File: config.mk
export PLATFORM = sky130hd
export DESIGN_NAME = trirast_ctrl
export DESIGN_NICKNAME = d
export VERILOG_FILES = /design/src/rtl/trirast_pkg.sv /design/src/rtl/trirast_ctrl.sv
export VERILOG_INCLUDE_DIRS = /design/src /design/src/rtl
export SDC_FILE = /design/constraint.sdc
export NUM_CORES = 1
export LEC_CHECK = 0
export ABC_AREA = 1
export BUFFER_PORTS_ARGS = -buffer_cell sky130_fd_sc_hd__buf_2
export CAP_MARGIN = 20
export CORE_AREA = 4 4 41 43
export DETAILED_ROUTE_END_ITERATION = 7
export DIE_AREA = 0 0 45 47
export PLACE_DENSITY = 0.53
export SLEW_MARGIN = 20
export SYNTH_ARGS = -nofsm -noshare
export SYNTH_HDL_FRONTEND = slang
export SYNTH_SLANG_ARGS = --single-unit
File: constraint.sdc
create_clock -name clock -period 1.3 [get_ports clock]
set_input_delay 0.13 -clock clock [delete_from_list [all_inputs] [get_ports clock]]
set_output_delay 0.13 -clock clock [all_outputs]
set_load 0.02 [all_outputs]
File: src/rtl/triangle_rasterizer_macros.svh
// assertion macros for the triangle rasterizer
`ifndef TRIANGLE_RASTERIZER_MACROS_SVH
`define TRIANGLE_RASTERIZER_MACROS_SVH
`ifndef SYNTH
`define TR_ASSERT_IMP(label, clk, rst, a, c) \
   label: assert property (@(posedge clk) disable iff (rst) (a) |-> (c)) \
      else $error("assertion failed");
`define TR_ASSERT_NEXT(label, clk, rst, a, c) \
   label: assert property (@(posedge clk) disable iff (rst) (a) |=> (c)) \
      else $error("assertion failed");
`else
`define TR_ASSERT_IMP(label, clk, rst, a, c)
`define TR_ASSERT_NEXT(label, clk, rst, a, c)
`endif
`endif

File: src/rtl/trirast_pkg.sv
// package of the triangle rasterizer: types and constants
package trirast_pkg;
   localparam int COORD_INT_BITS_DEF  = 12;
   localparam int COORD_FRAC_BITS_DEF = 4;
   localparam int PIX_W   = 12;
   localparam int FRAME_W = 13;
   localparam int COLOR_W = 32;
   localparam int CSR_IDX_W = 2;
   localparam logic [FRAME_W-1:0] FRAME_MAX = 13'd4096;

   typedef enum logic [1:0] {
      CSR_FRAME_WIDTH  = 2'd0,
      CSR_FRAME_HEIGHT = 2'd1,
      CSR_MESH_COLOR   = 2'd2
   } csr_idx_type;

   typedef enum logic [2:0] {
      ST_IDLE,
      ST_BOX,
      ST_AREA,
      ST_SCAN,
      ST_MUL,
      ST_TEST,
      ST_OUT
   } state_type;

   typedef struct packed {
      logic load;     // capture vertices
      logic box;      // compute clamped box
      logic area;     // compute area
      logic start;    // start scan
      logic mul;      // first products
      logic test;     // coverage sums
      logic step;     // advance scan position
   } cmd_type;

   typedef struct packed {
      logic box_ok;
      logic area_ok;
      logic last;
   } status_type;
endpackage

File: src/rtl/trirast_ctrl.sv
// controller state machine of the triangle rasterizer
`include "triangle_rasterizer_macros.svh"
module trirast_ctrl import trirast_pkg::*; (
   input  logic       clock,
   input  logic       reset,
   input  logic       req_valid,
   output logic       req_ready,
   input  logic       req_kind,
   output logic       rsp_valid,
   input  logic       rsp_ready,
   output cmd_type    cmd,
   input  status_type status
);
   state_type state_ff, state_in;
   logic active_ff, active_in;

   always_ff @(posedge clock) begin
      if (reset) begin
         state_ff  <= ST_IDLE;
         active_ff <= 1'b0;
      end else begin
         state_ff  <= state_in;
         active_ff <= active_in;
      end
   end

   always_comb begin
      state_in  = state_ff;
      active_in = active_ff;
      cmd       = '0;
      req_ready = 1'b0;
      rsp_valid = 1'b0;
      case (state_ff)
         ST_IDLE: begin
            req_ready = 1'b1;
            if (req_valid) begin
               if (!req_kind) begin
                  cmd.load  = 1'b1;
                  active_in = 1'b0;
                  state_in  = ST_BOX;
               end else if (active_ff) begin
                  state_in = ST_MUL;
               end
            end
         end
         ST_BOX: begin
            cmd.box  = 1'b1;
            state_in = ST_AREA;
         end
         ST_AREA: begin
            cmd.area = 1'b1;
            state_in = ST_SCAN;
         end
         ST_SCAN: begin
            if (status.box_ok && status.area_ok) begin
               cmd.start = 1'b1;
               active_in = 1'b1;
            end
            state_in = ST_IDLE;
         end
         ST_MUL: begin
            cmd.mul  = 1'b1;
            state_in = ST_TEST;
         end
         ST_TEST: begin
            cmd.test = 1'b1;
            state_in = ST_OUT;
         end
         ST_OUT: begin
            rsp_valid = 1'b1;
            if (rsp_ready) begin
               cmd.step = 1'b1;
               if (status.last) active_in = 1'b0;
               state_in = ST_IDLE;
            end
         end
         default: state_in = ST_IDLE;
      endcase
   end

   `TR_ASSERT_IMP(a_rsp_only_active, clock, reset, rsp_valid, active_ff)
   `TR_ASSERT_NEXT(a_last_drops, clock, reset, rsp_valid && rsp_ready && status.last, !active_ff)
   `TR_ASSERT_NEXT(a_load_clears, clock, reset, cmd.load, !active_ff)
endmodule

# Word-level counts from Yosys, hierarchy flattened

Cells that the tools add are included.

Input bits: 8
Word-level logic and storage cells: 43
Bits in registers: 4

Eq/ne operators: 12
Mux-type cells: 24
Reductions and logical operators: 5

Operators with widths:

| cell                                                 | number |
|---|---|
| two-way mux 1 bit                                    | 18 |
| case mux 3 bit (6 select lines)                      | 1 |
| two-way mux 3 bit                                    | 4 |
| != test 2 bit (second input constant)                | 5 |
| equality test 3 bit (second input constant)          | 3 |
| equality test 3 x 2 -> 1 bit (second input constant) | 2 |
| AND reduction 6 bit                                  | 1 |
| equality test 3 x 1 -> 1 bit (second input constant) | 1 |
| logical NOT 3 bit                                    | 1 |
| != test 3 bit (second input constant)                | 1 |
| case mux 1 bit (3 select lines)                      | 1 |
| AND reduction 3 bit                                  | 1 |
| nonzero test 3 bit                                   | 1 |
| logical AND 1 bit                                    | 1 |

# Longest topological paths before layout

Gate-level depths: netlist of the first run.

Word-level depth: 4
Depth in mapped cells: 9
Mapped depth without buffers: 8

# Worst setup path before layout of the first run

No wires, ideal clock.

Path kind: reg2out
From: register state_ff[2]
To: output cmd[6] (netlist bit)
Data required time: 1.170 ns
Slack: 0.084 ns
Cell stages (with the launch flop): 6
Arrival: 1.086 ns
Path through: dfxtp_1 -> buf_6 -> nor2_4 -> nand2_2 -> or2_1 -> nor2_1

RTL lines:

| item                   | RTL line           | RTL |
|---|---|---|
| start, declared        | trirast_ctrl.sv:14 | `state_type state_ff, state_in;` |
| start signal, assigned | trirast_ctrl.sv:22 | `state_ff <= state_in;` |
| end, declared          | trirast_ctrl.sv:11 | `output cmd_type cmd,` |

==> results by group, run 1 <==
Power
  – P per Cell Area: 2228 nW/µm²
  – Peak supply drop: 1.205 mV
  – Tot Pwr: 1.143 mW
  – Static leakage: 0.3109 nW

Floorplan
  – Die Footprint: 2115 µm²
  – Initial core utilization: 0.2567
  – # IOs: 17
  – DIE WIDTH: 45 µm
  – Rows: 13
  – Core area: 1301 µm²
  – Chip height: 47 µm

Worst setup path
  – Critical-path maximum fanout: 3
  – WP data required: 1.17 ns
  – WP buf/inv: 1
  – Critical path endpoint category: primary output
  – Top Family by Delay on Critical Path: simple AND/OR/NAND/NOR gates
  – Worst Path Arrival: 1.20 ns
  – Slowest stage delay, CP: 0.34 ns
  – Highest-delay cell along the critical path: dfxtp_4
  – Critical path class: reg2out
  – Crit-path cells: nor2_4 > nand2_2 > or2_1 > nor2_1 > buf_4
  – Crit path launch type: flop

Placement
  – DP HPWL: 684.6 µm
  – Routability-driven placement congestion ratio: 0.7989
  – Count of input and output buffers: 16
  – Dpl ws: 0.09939 ns
  – Inst Count DP: 87

Clock tree
  – Clk sinks: 4
  – CTS H-tree lvls: 1
  – Maximum root-to-sink buffer count: 2
  – Hold buffer count at CTS: 0
  – Skew-Pair Late Insertion Delay: 0.23 ns
  – CTS clk-pin slew, worst paths: 0.04 ns
  – TritonCTS buffer count: 3
  – CTS tree: done
  – Root buffer cell: clkbuf_4

Yosys
  – Synth Register Bits: 4
  – Yosys top cell area share: 0.2397
  – Ys flop type: dfxtp_1
  – Area contributors post-synth: dfxtp_1 24%, inv_1 13%, nand3_1 12%, nand2_1 11%, nor2_1 10%
  – Mapped Cells: 57
  – Synthesized area: 334.1 µm²
  – EDFF count, synth: 0
  – Post-synthesis cell type count: 16
  – Most instantiated cells after synthesis: 12 x inv_1, 10 x nand2_1, 9 x nor2_1, 8 x nand3_1, 4 x dfxtp_1
  – Mean Syn Cell Area: 5.861 µm²
  – Sequential share of the synthesized area: 0.2397
  – Synth async-reset ratio: 0
  – Top-count cell post-synth: inv_1
  – Ys Warns: 0
  – Cell taking the most area after synthesis: dfxtp_1
  – Mapped Nets: 65

Run status
  – Outcome: complete, but fails checks
  – Failing checks: negative setup slack

Global routing
  – Largest net degree at the start of global routing: 8
  – Vias in the first global route: 377
  – GRT Overall Usage: 0.09802
  – Initial antenna violation count: 0
  – First-pass GRT wire length: 1.455 mm
  – Grt total ovfl: 0

Detailed routing
  – Metal2 WL: 427 µm
  – Via count: 415
  – Met3 wire len: 46 µm
  – Final WL: 865 µm
  – TritonRoute pass-1 iters: 4
  – Top Metal Used: met4
  – Initial drt markers: 3
  – Routed len/inst: 9.105 µm
  – Post-route ant nets: 0
  – Drc violations: 0
  – Vias/cell: 4.368
  – Wl on met1: 383 µm

Final layout
  – Antenna diodes: 0
  – Final std cells w/o fill: 95
  – Area growth syn-to-layout: 53.56%
  – Fin nets: 90
  – Share of post-route cells with drive strength above 1: 0.4625

Timing
  – Skew final: 0.002001 ns
  – Slew Limit Fails: 0
  – Final Cycle Share: 1.023
  – Fmax: 0.7522 GHz
  – Smallest setup slack after layout: -0.02941 ns
  – Final hold slack: 0.09877 ns
  – Final Critical Period: 1.329 ns
  – Max-slew headroom: 0.8899
  – RSZ-0062 raised after global routing: true
  – Slew @ Worst Pin: 0.1634 ns
  – Setup-failing EPs final: 1
  – Hold Vio Cnt, Final: 0

Run
  – MaxCap Viol Count: 0

Worst hold path
  – Worst min-delay path category: in2reg
[cell usage in the layout, fill, tap and decap left out, types with 2 or more instances in the layout]
cell / n
nand4_1: 2
buf_2: 11
nor2_1: 7
inv_2: 3
buf_4: 10
nand3_1: 7
clkbuf_4: 3
nand2_1: 10
nand3_2: 2
nor2_2: 2
dfxtp_4: 2
inv_1: 12
[power by group]
part           switching, mW  internal, mW  total (mW)
Clock                 0.0434         0.103       0.146
Sequential            0.0512         0.184       0.235
Combinational          0.443         0.318       0.761
Total                  0.538         0.605        1.14
[path summary, 6_finish.rpt]
check	start	to	slack (ns)	cells after the start
setup / recovery	state_ff[2]$_SDFFE_PP0P_	cmd[6]	-0.03	5
hold / removal	reset	state_ff[0]$_SDFFE_PP0P_	0.1	2
setup reg to reg	state_ff[0]$_SDFFE_PP0P_	active_ff$_SDFFE_PP0P_	0.12	8
hold reg to reg	active_ff$_SDFFE_PP0P_	active_ff$_SDFFE_PP0P_	0.48	2
[routing by layer]
metal  global-route usage  vias up
met2               0.1695        8
met3              0.02299        2
li1                     -      223
met5                    0        -
met4              0.08772        0
met1              0.09795      182
[area by class of cell]
cell class,count,area [µm²]
Fill cell,154,788.3
Sequential cell,4,88.84
Timing Repair Buffer,21,130.1
Multi-Input combinational cell,37,196.4
Inverter,15,56.30
Clock buffer,3,22.52
Tap cell,15,18.77
[repair_timing]
action                     4_1_cts  5_1_grt
setup endpoints to repair        2        7
setup buffers                    4        1
gates resized for setup          5        8
hold endpoints to repair         0        0
pin swaps                        1        1
[cells by family after synthesis]
logic type      Yosys count  synth area share
compound gates            3           0.04867
buf+inv                  16            0.2022
flops                     4            0.2397
simple gates             34            0.5094
[stage by stage]
step,cell area [µm²],util,setup TNS [ns]
floorplan,334.1,-,0
global route,513.0,0.3942,-0.1550
global placement,421.7,0.3240,0
detailed placement,421.7,0.3240,0
CTS,483.0,0.3712,-0.04612
finish,513.0,0.3942,-0.02941
[flip-flops by register name (all words and copies together) (netlist names)]
register / count
state_ff: 3
active_ff: 1
Power figures use the tool's default switching activity.
==> inputs of run 2 (changes only) <==
==> constraint.sdc (replaced) <==
create_clock -name clock -period 1.3 [get_ports clock]
set_input_delay 0.195 -clock clock [delete_from_list [all_inputs] [get_ports clock]]
set_output_delay 0.195 -clock clock [all_outputs]
set_load 0.02 [all_outputs]
==> results by group, run 2 (synthesis gave the netlist of run 1 again) <==
Run status
  – Outcome: complete, but fails checks
  – Failing checks: negative setup slack

Power
  – Peak supply drop: 1.371 mV
  – P per Cell Area: 2283 nW/µm²
  – Static leakage: 0.3095 nW
  – Tot Pwr: 1.211 mW
  – Sw frac: 0.4617
  – Comb power frac: 0.675
  – Sequential fraction of design power: 0.201
  – P_int: 0.6519 mW
  – Clk pwr share: 0.124
  – Psw: 0.5592 mW

Timing
  – Skew final: 0.003612 ns
  – Smallest setup slack after layout: -0.06552 ns
  – Setup-failing EPs final: 1
  – Slew @ Worst Pin: 0.1765 ns
  – Slew Limit Fails: 0
  – Max-slew headroom: 0.8820
  – Final Critical Period: 1.366 ns
  – Final Cycle Share: 1.050
  – Hold Vio Cnt, Final: 0
  – RSZ-0062 raised after global routing: true
  – Fmax: 0.7323 GHz

Detailed routing
  – Drc violations: 0
  – Final WL: 833 µm
  – Routed len/inst: 8.862 µm
  – Via count: 419
  – TritonRoute pass-1 iters: 4
  – Post-route ant nets: 0
  – Vias/cell: 4.457
  – Initial drt markers: 5

Clock tree
  – Maximum root-to-sink buffer count: 2
  – Clk sinks: 4
  – CTS clk-pin slew, worst paths: 0.04 ns
  – CTS H-tree lvls: 1
  – Skew-Pair Late Insertion Delay: 0.23 ns
  – Hold buffer count at CTS: 0
  – CTS tree: done
  – Root buffer cell: clkbuf_4
  – TritonCTS buffer count: 3

Worst setup path
  – Worst R2R End: active_ff$_SDFFE_PP0P_
  – Critical-path maximum fanout: 2
  – Worst reg2reg path startpoint: state_ff[1]$_SDFFE_PP0P_
  – WP buf/inv: 1
  – Flop-to-flop setup slack: 0.13 ns
  – Setup crit end: cmd[6]
  – Critical Path Source: state_ff[2]$_SDFFE_PP0P_
  – Highest-delay cell along the critical path: dfxtp_2
  – Critical path class: reg2out
  – Crit path launch type: flop
  – Critical path endpoint category: primary output
  – Critical path depth: 5
  – WP data required: 1.11 ns
  – Reg2reg path depth: 8
  – Slowest stage delay, CP: 0.33 ns
  – Top Family by Delay on Critical Path: simple AND/OR/NAND/NOR gates
  – Crit-path cells: nor2_4 > nand2_2 > or2_1 > nor2_2 > buf_6
  – Worst Path Arrival: 1.17 ns

Placement
  – Routability-driven placement congestion ratio: 0.7871
  – Inst Count DP: 88
  – DP HPWL: 674.4 µm
  – Count of input and output buffers: 16

Final layout
  – Register name with the most flops: state_ff
  – Final std cells w/o fill: 94
  – Most frequent cells in the layout: 11 x inv_1, 10 x nand2_1, 10 x buf_4
  – End-of-flow core utilization: 0.4077
  – Max reg flops: 3
  – Most common cell after layout, fill and taps aside: inv_1
  – Antenna diodes: 0
  – Area growth syn-to-layout: 58.80%
  – Biggest regs: state_ff: 3 flops, active_ff: 1 flops
  – Fin nets: 89
  – Share of post-route cells with drive strength above 1: 0.4810

Floorplan
  – DIE WIDTH: 45 µm
  – Rows: 13
  – Core area: 1301 µm²
  – Die Footprint: 2115 µm²
  – # IOs: 17
  – Chip height: 47 µm
  – Initial core utilization: 0.2567

Worst hold path
  – Worst min-delay path category: in2reg
  – Worst Hold Launch: reset

Global routing
  – Vias in the first global route: 374
  – Grt total ovfl: 0
  – First-pass GRT wire length: 1.524 mm
  – GRT Overall Usage: 0.09795
  – Initial antenna violation count: 0
  – Largest net degree at the start of global routing: 8

Run
  – MaxCap Viol Count: 0
run 2: how the worst min path moves through the flow:
stage	endpoint	depth (start not counted)
2_1_floorplan	state_ff[1]$_SDFFE_PP0P_	1
3_3_place_gp	state_ff[0]$_SDFFE_PP0P_	2
3_5_place_dp	state_ff[1]$_SDFFE_PP0P_	2
4_1_cts	state_ff[1]$_SDFFE_PP0P_	2
5_1_grt	state_ff[1]$_SDFFE_PP0P_	2
6_report	state_ff[1]$_SDFFE_PP0P_	2
run 2: power groups by stage:
stage / clock (mW) / sequential [mW] / combinational [mW]
after floorplan: 0 / 0.210 / 0.514
after global placement: 0 / 0.226 / 0.650
after detailed placement: 0 / 0.226 / 0.643
after CTS: 0.155 / 0.233 / 0.733
after global routing: 0.167 / 0.251 / 0.909
final: 0.150 / 0.243 / 0.818
run 2: area by class of cell:
| class | instances | area, µm² |
|---|---|---|
| Timing Repair Buffer | 20 | 137.6 |
| Clock buffer | 3 | 22.52 |
| Multi-Input combinational cell | 37 | 206.4 |
| Fill cell | 156 | 770.7 |
| Sequential cell | 4 | 86.33 |
| Inverter | 15 | 58.81 |
| Tap cell | 15 | 18.77 |
run 2: timing repair:
action	in CTS	in global routing
resized for setup	7	14
setup buffers	3	0
gates cloned	0	0
pin swaps	3	2
setup endpoints to repair	4	9
run 2: per-stage QoR:
step | TNS [ns] | instance area, µm² | setup WS [ns] | hold WS, ns
final | -0.06552 | 530.5 | -0.06552 | 0.1525
after global routing | -0.5120 | 530.5 | -0.1555 | 0.1638
after CTS | -0.1048 | 488.0 | -0.09429 | 0.1535
after detailed placement | 0 | 429.2 | 0.06029 | 0.4038
after global placement | 0 | 429.2 | 0.09253 | 0.4029
after floorplan | 0 | 334.1 | 0.01910 | 0.2644
run 2: worst reg2reg max path: stages, from the launching register on:
cell and delay (ns):
dfxtp_4 0.39, inv_4 0.04, buf_4 0.14, nand3_1 0.12
nand2_1 0.07, nor2_1 0.13, nand3_1 0.08, nand2_1 0.06
nor2_1 0.03
run 2: metal layers:
layer  track usage  share of wire  vias up
met5             0              0        -
li1              -              -      223
met4       0.05263              0        0
met1        0.1159           0.46      182
met2        0.1638           0.47       14
met3       0.02299          0.068        0
